## src/hdl/tbgm_pkg.sv

```systemverilog
// Shared constants, types and geometry helpers for the touch grid mapper.
`timescale 1ns / 1ps

package tbgm_pkg;

    typedef enum logic [1:0] {
        ALG_LEGACY   = 2'd0,
        ALG_IMPROVED = 2'd1,
        ALG_PLUS     = 2'd2,
        ALG_ACCURATE = 2'd3
    } t_alg;

    typedef enum logic [1:0] {
        CFG_ALGORITHM = 2'd0,
        CFG_PORTRAIT  = 2'd1,
        CFG_REACH     = 2'd2,
        CFG_ENABLE    = 2'd3
    } t_cfg_idx;

    localparam int TBGM_BUTTON_SIZE = 160;
    localparam int TBGM_COORD_BITS  = 13;

    localparam int GRID_DIM    = 4;
    localparam int NUM_BUTTONS = GRID_DIM * GRID_DIM;
    localparam int IDX_BITS    = 4;

    localparam int GAP_OUTER  = 37;
    localparam int GAP_MIDDLE = 38;
    localparam int GAP_SUM [GRID_DIM] = '{0, GAP_OUTER, GAP_OUTER + GAP_MIDDLE,
                                          GAP_OUTER + GAP_MIDDLE + GAP_OUTER};

    localparam int PORTRAIT_ORIGIN_X  = 8;
    localparam int PORTRAIT_ORIGIN_Y  = 602;
    localparam int LANDSCAPE_ORIGIN_X = 6;
    localparam int LANDSCAPE_ORIGIN_Y = 8;

    localparam int LEGACY_OFFSET  = 580;
    localparam int LEGACY_WIDTH   = 768;
    localparam int LEGACY_HEIGHT  = 1360 - 580;
    localparam int LEGACY_COL_DIV = LEGACY_WIDTH / GRID_DIM;
    localparam int LEGACY_ROW_DIV = LEGACY_HEIGHT / GRID_DIM;

    // Truncating quotient by reciprocal: exact for magnitudes below 2**16.
    localparam int RECIP_SHIFT = 24;
    localparam int RECIP_W     = 17;
    localparam int RECIP_COL   = (2**RECIP_SHIFT + LEGACY_COL_DIV - 1) / LEGACY_COL_DIV;
    localparam int RECIP_ROW   = (2**RECIP_SHIFT + LEGACY_ROW_DIV - 1) / LEGACY_ROW_DIV;

    // Axis gaps are clamped here; its square exceeds any reach squared.
    localparam int GAP_CAP  = 64;
    localparam int GAP_W    = 7;
    localparam int SQ_W     = 13;
    localparam int DIST_W   = 14;
    localparam int REACH_W  = 6;
    localparam int LIM_W    = 12;

    localparam int ALG_RESET   = 1;
    localparam int REACH_RESET = 38;

    function automatic int edge_lo(input int origin, input int k, input int size);
        return origin + k * size + GAP_SUM[k];
    endfunction

endpackage

```

## src/hdl/touch_to_button_grid_mapper.sv

```systemverilog
// Touch grid mapper: maps contacts onto a 4x4 button grid and emits a mask per frame.
`timescale 1ns / 1ps

// One contact is taken per clock. A contact is held in an input register, and in the
// next cycle all sixteen button distance checks (or the legacy division by reciprocal
// multiply) run side by side and the hits are ORed into the frame mask. An item that
// carries the frame-end mark loads the mask into the output register, which holds the
// result until it is taken. The input register keeps taking items
// while a result waits, and stalls only when a frame end meets a full output register.
// Configuration writes take effect at once and are meant for an idle block.
module touch_to_button_grid_mapper import tbgm_pkg::*; #(
    parameter int BUTTON_SIZE = TBGM_BUTTON_SIZE,
    parameter int COORD_BITS  = TBGM_COORD_BITS
) (
    input  logic                         i_clk,
    input  logic                         i_rst_n,
    input  logic                         i_cfg_we,
    input  logic [1:0]                   i_cfg_index,
    input  logic [REACH_W-1:0]           i_cfg_data,
    input  logic                         i_valid,
    output logic                         o_ready,
    input  logic signed [COORD_BITS-1:0] i_x_coord,
    input  logic signed [COORD_BITS-1:0] i_y_coord,
    input  logic                         i_has_contact,
    input  logic                         i_frame_end,
    output logic                         o_valid,
    input  logic                         i_ready,
    output logic [NUM_BUTTONS-1:0]       o_button_mask
);

    localparam int AX_W   = COORD_BITS + 3;
    localparam int MAG_W  = COORD_BITS + 1;
    localparam int PROD_W = MAG_W + RECIP_W;
    localparam int Q_W    = PROD_W - RECIP_SHIFT;
    localparam int LIDX_W = Q_W + 3;
    localparam int KEY_W  = DIST_W + 1;

    // configuration
    t_alg               r_alg, n_alg;
    logic               r_portrait, n_portrait;
    logic [LIM_W-1:0]   r_reach_sq, n_reach_sq;
    logic               r_enable, n_enable;

    // input stage
    logic                         r_in_valid, n_in_valid;
    logic signed [COORD_BITS-1:0] r_in_x;
    logic signed [COORD_BITS-1:0] r_in_y;
    logic                         r_in_contact;
    logic                         r_in_end;

    // frame and output
    logic [NUM_BUTTONS-1:0] r_frame, n_frame;
    logic                   r_out_valid, n_out_valid;
    logic [NUM_BUTTONS-1:0] r_out_mask, n_out_mask;

    logic                   w_advance;
    logic                   w_load;
    logic [NUM_BUTTONS-1:0] w_hit;
    logic [NUM_BUTTONS-1:0] w_accum;

    // legacy path
    logic signed [MAG_W-1:0]  w_lx_s, w_ly_s;
    logic [MAG_W-1:0]         w_lx_mag, w_ly_mag;
    logic [PROD_W-1:0]        w_lx_prod, w_ly_prod;
    logic [Q_W-1:0]           w_lx_q, w_ly_q;
    logic signed [LIDX_W-1:0] w_col, w_row, w_lidx;
    logic [NUM_BUTTONS-1:0]   w_legacy_hit;

    // grid path
    logic signed [AX_W-1:0] w_px, w_py;
    logic [GAP_W-1:0]       w_gx [GRID_DIM];
    logic [GAP_W-1:0]       w_gy [GRID_DIM];
    logic [SQ_W-1:0]        w_sqx [GRID_DIM];
    logic [SQ_W-1:0]        w_sqy [GRID_DIM];
    logic [LIM_W-1:0]       w_lim;
    logic [NUM_BUTTONS-1:0] w_within;
    logic [KEY_W-1:0]       w_key [NUM_BUTTONS];
    logic [KEY_W-1:0]       w_k1 [8];
    logic [IDX_BITS-1:0]    w_i1 [8];
    logic [KEY_W-1:0]       w_k2 [4];
    logic [IDX_BITS-1:0]    w_i2 [4];
    logic [KEY_W-1:0]       w_k3 [2];
    logic [IDX_BITS-1:0]    w_i3 [2];
    logic [KEY_W-1:0]       w_k4;
    logic [IDX_BITS-1:0]    w_i4;
    logic [NUM_BUTTONS-1:0] w_best_hit;

    // handshake
    assign w_advance = r_in_valid && (!r_in_end || !r_out_valid || i_ready);
    assign o_ready   = !r_in_valid || w_advance;
    assign w_load    = i_valid && o_ready;
    assign o_valid   = r_out_valid;
    assign o_button_mask = r_out_mask;

    // configuration writes
    always_comb begin
        n_alg      = r_alg;
        n_portrait = r_portrait;
        n_reach_sq = r_reach_sq;
        n_enable   = r_enable;
        if (i_cfg_we) begin
            case (t_cfg_idx'(i_cfg_index))
                CFG_ALGORITHM: n_alg      = t_alg'(i_cfg_data[1:0]);
                CFG_PORTRAIT:  n_portrait = i_cfg_data[0];
                CFG_REACH:     n_reach_sq = {{(LIM_W-REACH_W){1'b0}}, i_cfg_data}
                                          * {{(LIM_W-REACH_W){1'b0}}, i_cfg_data};
                CFG_ENABLE:    n_enable   = i_cfg_data[0];
                default:       n_enable   = r_enable;
            endcase
        end
    end

    // legacy even division
    always_comb begin
        w_lx_s   = MAG_W'(r_in_x);
        w_ly_s   = MAG_W'(r_in_y) - (r_portrait ? MAG_W'(LEGACY_OFFSET) : '0);
        w_lx_mag = w_lx_s[MAG_W-1] ? MAG_W'(-w_lx_s) : MAG_W'(w_lx_s);
        w_ly_mag = w_ly_s[MAG_W-1] ? MAG_W'(-w_ly_s) : MAG_W'(w_ly_s);
        w_lx_prod = PROD_W'(w_lx_mag) * PROD_W'(RECIP_COL);
        w_ly_prod = PROD_W'(w_ly_mag) * PROD_W'(RECIP_ROW);
        w_lx_q = w_lx_prod[PROD_W-1:RECIP_SHIFT];
        w_ly_q = w_ly_prod[PROD_W-1:RECIP_SHIFT];
        w_col  = w_lx_s[MAG_W-1] ? -LIDX_W'(w_lx_q) : LIDX_W'(w_lx_q);
        w_row  = w_ly_s[MAG_W-1] ? -LIDX_W'(w_ly_q) : LIDX_W'(w_ly_q);
        w_lidx = {w_row[LIDX_W-3:0], 2'b00} + w_col;
        if (!w_lidx[LIDX_W-1] && w_lidx < LIDX_W'(NUM_BUTTONS)) begin
            w_legacy_hit = NUM_BUTTONS'(1) << w_lidx[IDX_BITS-1:0];
        end else begin
            w_legacy_hit = '0;
        end
    end

    // per-axis distance to each button column and row
    assign w_px = AX_W'(r_in_x);
    assign w_py = AX_W'(r_in_y);

    for (genvar k = 0; k < GRID_DIM; k++) begin : g_axis
        localparam int LO_XP = edge_lo(PORTRAIT_ORIGIN_X, k, BUTTON_SIZE);
        localparam int LO_XL = edge_lo(LANDSCAPE_ORIGIN_X, k, BUTTON_SIZE);
        localparam int LO_YP = edge_lo(PORTRAIT_ORIGIN_Y, k, BUTTON_SIZE);
        localparam int LO_YL = edge_lo(LANDSCAPE_ORIGIN_Y, k, BUTTON_SIZE);

        logic signed [AX_W-1:0] w_xlo, w_ylo, w_xdlo, w_xdhi, w_ydlo, w_ydhi;
        logic signed [AX_W-1:0] w_xd, w_yd;

        always_comb begin
            w_xlo  = r_portrait ? AX_W'(LO_XP) : AX_W'(LO_XL);
            w_ylo  = r_portrait ? AX_W'(LO_YP) : AX_W'(LO_YL);
            w_xdlo = w_xlo - w_px;
            w_xdhi = w_px - (w_xlo + AX_W'(BUTTON_SIZE - 1));
            w_ydlo = w_ylo - w_py;
            w_ydhi = w_py - (w_ylo + AX_W'(BUTTON_SIZE - 1));
            if (!w_xdlo[AX_W-1] && w_xdlo != '0) begin
                w_xd = w_xdlo;
            end else if (!w_xdhi[AX_W-1] && w_xdhi != '0) begin
                w_xd = w_xdhi;
            end else begin
                w_xd = '0;
            end
            if (!w_ydlo[AX_W-1] && w_ydlo != '0) begin
                w_yd = w_ydlo;
            end else if (!w_ydhi[AX_W-1] && w_ydhi != '0) begin
                w_yd = w_ydhi;
            end else begin
                w_yd = '0;
            end
            w_gx[k]  = (w_xd > AX_W'(GAP_CAP)) ? GAP_W'(GAP_CAP) : w_xd[GAP_W-1:0];
            w_gy[k]  = (w_yd > AX_W'(GAP_CAP)) ? GAP_W'(GAP_CAP) : w_yd[GAP_W-1:0];
            w_sqx[k] = SQ_W'(w_gx[k]) * SQ_W'(w_gx[k]);
            w_sqy[k] = SQ_W'(w_gy[k]) * SQ_W'(w_gy[k]);
        end
    end

    // reach test and nearest search
    assign w_lim = (r_alg == ALG_ACCURATE) ? '0 : r_reach_sq;

    always_comb begin
        for (int b = 0; b < NUM_BUTTONS; b++) begin
            w_key[b][DIST_W-1:0] = DIST_W'(w_sqx[b % GRID_DIM])
                                 + DIST_W'(w_sqy[b / GRID_DIM]);
            w_within[b]          = w_key[b][DIST_W-1:0] <= DIST_W'(w_lim);
            w_key[b][DIST_W]     = !w_within[b];
        end
        for (int i = 0; i < 8; i++) begin
            if (w_key[2*i+1] < w_key[2*i]) begin
                w_k1[i] = w_key[2*i+1];
                w_i1[i] = IDX_BITS'(2*i+1);
            end else begin
                w_k1[i] = w_key[2*i];
                w_i1[i] = IDX_BITS'(2*i);
            end
        end
        for (int i = 0; i < 4; i++) begin
            if (w_k1[2*i+1] < w_k1[2*i]) begin
                w_k2[i] = w_k1[2*i+1];
                w_i2[i] = w_i1[2*i+1];
            end else begin
                w_k2[i] = w_k1[2*i];
                w_i2[i] = w_i1[2*i];
            end
        end
        for (int i = 0; i < 2; i++) begin
            if (w_k2[2*i+1] < w_k2[2*i]) begin
                w_k3[i] = w_k2[2*i+1];
                w_i3[i] = w_i2[2*i+1];
            end else begin
                w_k3[i] = w_k2[2*i];
                w_i3[i] = w_i2[2*i];
            end
        end
        if (w_k3[1] < w_k3[0]) begin
            w_k4 = w_k3[1];
            w_i4 = w_i3[1];
        end else begin
            w_k4 = w_k3[0];
            w_i4 = w_i3[0];
        end
        w_best_hit = w_k4[DIST_W] ? '0 : (NUM_BUTTONS'(1) << w_i4);
    end

    always_comb begin
        case (r_alg)
            ALG_LEGACY: w_hit = w_legacy_hit;
            ALG_PLUS:   w_hit = w_within;
            default:    w_hit = w_best_hit;
        endcase
    end

    // frame accumulation and result register
    assign w_accum = (r_in_contact && r_enable) ? (r_frame | w_hit) : r_frame;

    always_comb begin
        n_in_valid  = o_ready ? i_valid : r_in_valid;
        n_frame     = r_frame;
        n_out_valid = r_out_valid;
        n_out_mask  = r_out_mask;
        if (r_out_valid && i_ready) begin
            n_out_valid = 1'b0;
        end
        if (w_advance) begin
            if (r_in_end) begin
                n_frame     = '0;
                n_out_valid = 1'b1;
                n_out_mask  = r_enable ? w_accum : '0;
            end else begin
                n_frame = w_accum;
            end
        end
    end

    always_ff @(posedge i_clk) begin
        if (!i_rst_n) begin
            r_alg       <= t_alg'(ALG_RESET);
            r_portrait  <= 1'b1;
            r_reach_sq  <= LIM_W'(REACH_RESET * REACH_RESET);
            r_enable    <= 1'b0;
            r_in_valid  <= 1'b0;
            r_frame     <= '0;
            r_out_valid <= 1'b0;
        end else begin
            r_alg       <= n_alg;
            r_portrait  <= n_portrait;
            r_reach_sq  <= n_reach_sq;
            r_enable    <= n_enable;
            r_in_valid  <= n_in_valid;
            r_frame     <= n_frame;
            r_out_valid <= n_out_valid;
        end
    end

    always_ff @(posedge i_clk) begin
        if (w_load) begin
            r_in_x       <= i_x_coord;
            r_in_y       <= i_y_coord;
            r_in_contact <= i_has_contact;
            r_in_end     <= i_frame_end;
        end
        r_out_mask <= n_out_mask;
    end

    a_frame_cleared: assert property (@(posedge i_clk) disable iff (!i_rst_n)
        (w_advance && r_in_end) |=> (r_frame == '0))
        else $error("frame mask not cleared after frame end");

    a_disabled_zero: assert property (@(posedge i_clk) disable iff (!i_rst_n)
        (o_valid && !r_enable) |-> (o_button_mask == '0))
        else $error("nonzero mask emitted while disabled");

    a_single_hit: assert property (@(posedge i_clk) disable iff (!i_rst_n)
        (r_in_valid && r_alg != ALG_PLUS) |-> $onehot0(w_hit))
        else $error("more than one button hit outside plus mode");

endmodule
```

## config.mk

```make
export PLATFORM = sky130hd
export DESIGN_NAME = touch_to_button_grid_mapper
export DESIGN_NICKNAME = d
export VERILOG_FILES = /design/src/hdl/tbgm_pkg.sv /design/src/hdl/touch_to_button_grid_mapper.sv
export SDC_FILE = /design/constraint.sdc
export NUM_CORES = 2
export LEC_CHECK = 0
export ABC_AREA = 1
export BUFFER_PORTS_ARGS = -buffer_cell sky130_fd_sc_hd__buf_2
export CELL_PAD_IN_SITES_DETAIL_PLACEMENT = 0
export CELL_PAD_IN_SITES_GLOBAL_PLACEMENT = 1
export CORE_AREA = 2 2 340 342
export DETAILED_ROUTE_END_ITERATION = 10
export DIE_AREA = 0 0 342 344
export PLACE_DENSITY = 0.8
export SETUP_SLACK_MARGIN = 0.2
export SLEW_MARGIN = 20
export SYNTH_ARGS = -nofsm -noshare
export SYNTH_HDL_FRONTEND = slang
export SYNTH_SLANG_ARGS = --single-unit
```

## constraint.sdc

```tcl
create_clock -name i_clk -period 23.4 [get_ports i_clk]
set_input_delay 3.51 -clock i_clk [delete_from_list [all_inputs] [get_ports i_clk]]
set_output_delay 3.51 -clock i_clk [all_outputs]
set_load 0.03 [all_outputs]
```

==> impl_metrics.yaml <==
floorplanning:
  fp.dieH_um: 344
  die_x_um: 342
  rows: 124
  initial_utilization: 0.398
  die_area_um2: 118000
  core_um2: 114000
  io_pins: 59
logic_synthesis:
  synth_cells: 6687
  yosys_register_bits: 77
  synthMuxAreaShare: 0.000248
  synth_edf_count: 44
  ys_types: 85
  synth_fa_ha_area_frac: 0.387
  yosysWarnings: 0
  ys_seq_area_frac: 0.0437
  synthArstFlopShare: 0
  synthTopCellsByArea: "ha_1, nand2_1, fa_1, inv_1, a21oi_1"
  yosys.area.top_type: "ha_1"
  synth_top_family_by_area: "adder cells"
  syn_avg_cell_area_um2: 6.78
  netlist_area_um2: 45400
  synth_simple_gate_area_frac: 0.235
  synth_compound_area_frac: 0.151
  synthXorXnorAreaFrac: 0.0710
  synth_top_area_share: 0.287
  ys.flop_type: "edfxtp_1"
finish:
  finalNonFillerCells: 8296
  drive_above_1_share: 0.0513
  mostFrequentLayoutCells: "nand2_1, inv_1, ha_1, a21oi_1, nor2_1"
  mostFrequentLayoutCell: "nand2_1"
  area_delta_synth_final_pct: 5.82
  final_nets: 8084
clock_tree:
  cts-root-buf: "clkbuf_16"
  cts_tree: "built"
  clock-sinks: 77
  htreeDepth: 3
  insertion_delay_ns: 0.42
  clockBufferDepth: 2
  postCtsSetupRepairBufs: 0
  cts_resized: 0
  clk_pin_slew_ns: 0.09
  hold_buffers: 0
  cts_buffers: 9
critical_path:
  cp_num_buf_inv: 15
  slowest_stage: "ha_1"
  required_ns: 23.56
  critPathArrivalTime_ns: 20.78
  reg2regPathDepth: 85
  critPathKind: "flip-flop to flip-flop"
  cp-start-kind: "flip-flop"
  cpLargestDelayFamily: "simple AND/OR/NAND/NOR gates"
  cp.depth: 85
  critPathMaxStageDelay_ns: 0.92
  crit_top_cell: "nand2_1"
  worst-path-max-fanout: 28
  cp-end-kind: "flip-flop"
route:
  wl_mm: 161
  drt_iter0_drc: 3727
  first_pass_iters: 6
  routed_via_density: 5.40
  avgRoutedWirePerCell_um: 19.5
  vias: 44796
  drc_errors: 0
  ant_nets: 0
timing:
  fmax_ghz: 0.0485
  slew_viol_final: 0
  finClkSkew_ns: 0.0188
  whs_ns: 0.473
  timing.setup.tns_ns: 0
  timing.final.hold_violations: 0
  period_needed_ns: 20.62
  worst_slew_pin_slew_ns: 1.20
  max_slew_margin: 0.198
  setup_viol: 0
  rsz0062_at_grt: "false"
  final.period_utilization: 0.881
global_routing:
  grt_pass1_wl_mm: 249
  grt_start_max_net_pins: 34
  antenna_found_initial: 8
  first_global_vias: 42812
  grt_overflow: 0
  grt_usage: 0.274
placed_design:
  dp.cells: 8277
  gp_congestion: 1.01
  portBuffers: 58
  dp_hpwl_mm: 136
hold_path:
  whs_path_depth: 2
  min_path_type: "flip-flop to flip-flop"
run:
  maxCapViolCount: 0
status:
  status: "completed"
worst paths after layout:
path / start / endpoint / slack [ns]
max: r_portrait / o_button_mask[9] / 2.78
min: r_reach_sq[8] / r_reach_sq[8] / 0.47
max reg2reg: r_portrait / o_button_mask[9] / 2.78
min reg2reg: r_reach_sq[8] / r_reach_sq[8] / 0.47
state kept, by name, summed over array words and instances, names as in the netlist:
| name | flops |
|---|---|
| r_portrait | 1 |
| r_in_x | 13 |
| r_in_y | 13 |
| r_in_end | 1 |
| r_enable | 1 |
| r_in_valid | 1 |
| r_in_contact | 1 |
| o_valid | 1 |
| r_alg | 2 |
| r_frame | 16 |
| o_button_mask | 16 |
| r_reach_sq | 11 |
kinds of logic (layout without fill, tap and decap cells):
group                      after synthesis  in the layout
AOI/OAI and AO/OA                     1200           1200
xor gates and xnor gates               365            365
adders and majority gates             1267           1267
buffers and inverters                 1311           1335
DFF                                     77             77
muxes                                    1              1
other                                    2             75
and+or+nand+nor                       2464           2464
metal layers:
layer,vias up,track usage,wire [µm]
met4,2,0.0967,5800
li1,22140,-,-
met2,1426,0.444,71300
met3,232,0.0328,11300
met5,-,0,13
met1,20996,0.374,73000
through the flow:
stage / instance area [µm²] / util / worst slack, ns
2_1_floorplan: 45600 / - / 7.21
3_3_place_gp: 47700 / 0.419 / 3.23
3_5_place_dp: 47700 / 0.419 / 3.28
4_1_cts: 48000 / 0.422 / 3.21
5_1_grt: 48000 / 0.422 / 1.16
6_report: 48000 / 0.422 / 2.78
Yosys cell counts, types with 55 or more instances:
master      n
nand2_2    55
a21oi_1   490
xor2_1    277
nor3_1     73
inv_1    1165
fa_1      225
nor2_1    465
nand3_1   304
xnor2_1    85
nand2_1  1324
o21ai_0   401
nand4_1   105
ha_1     1042
worst register-to-register path, delay by kind of cell, from the launching register on:
| family | cells | cell delay [ns] |
|---|---|---|
| fa+ha+maj | 12 | 5.25 |
| compound gates | 16 | 3.44 |
| simple gates | 38 | 6.05 |
| flops | 1 | 0.88 |
| buf+inv | 15 | 3.42 |
| xor+xnor | 4 | 1.33 |
final cells by class:
class | instances | area [µm²]
Sequential cell | 77 | 1980
Antenna cell | 3 | 7.51
Timing Repair Buffer | 99 | 598
Multi-Input combinational cell | 5369 | 38600
Clock inverter | 7 | 67.6
Inverter | 1220 | 4600
Clock buffer | 9 | 225
Tap cell | 1512 | 1890
Fill cell | 12251 | 65900
Power is left out: the tool's default activity adds up to more than one toggle a clock period on the data nets, which glitch-free logic cannot reach.
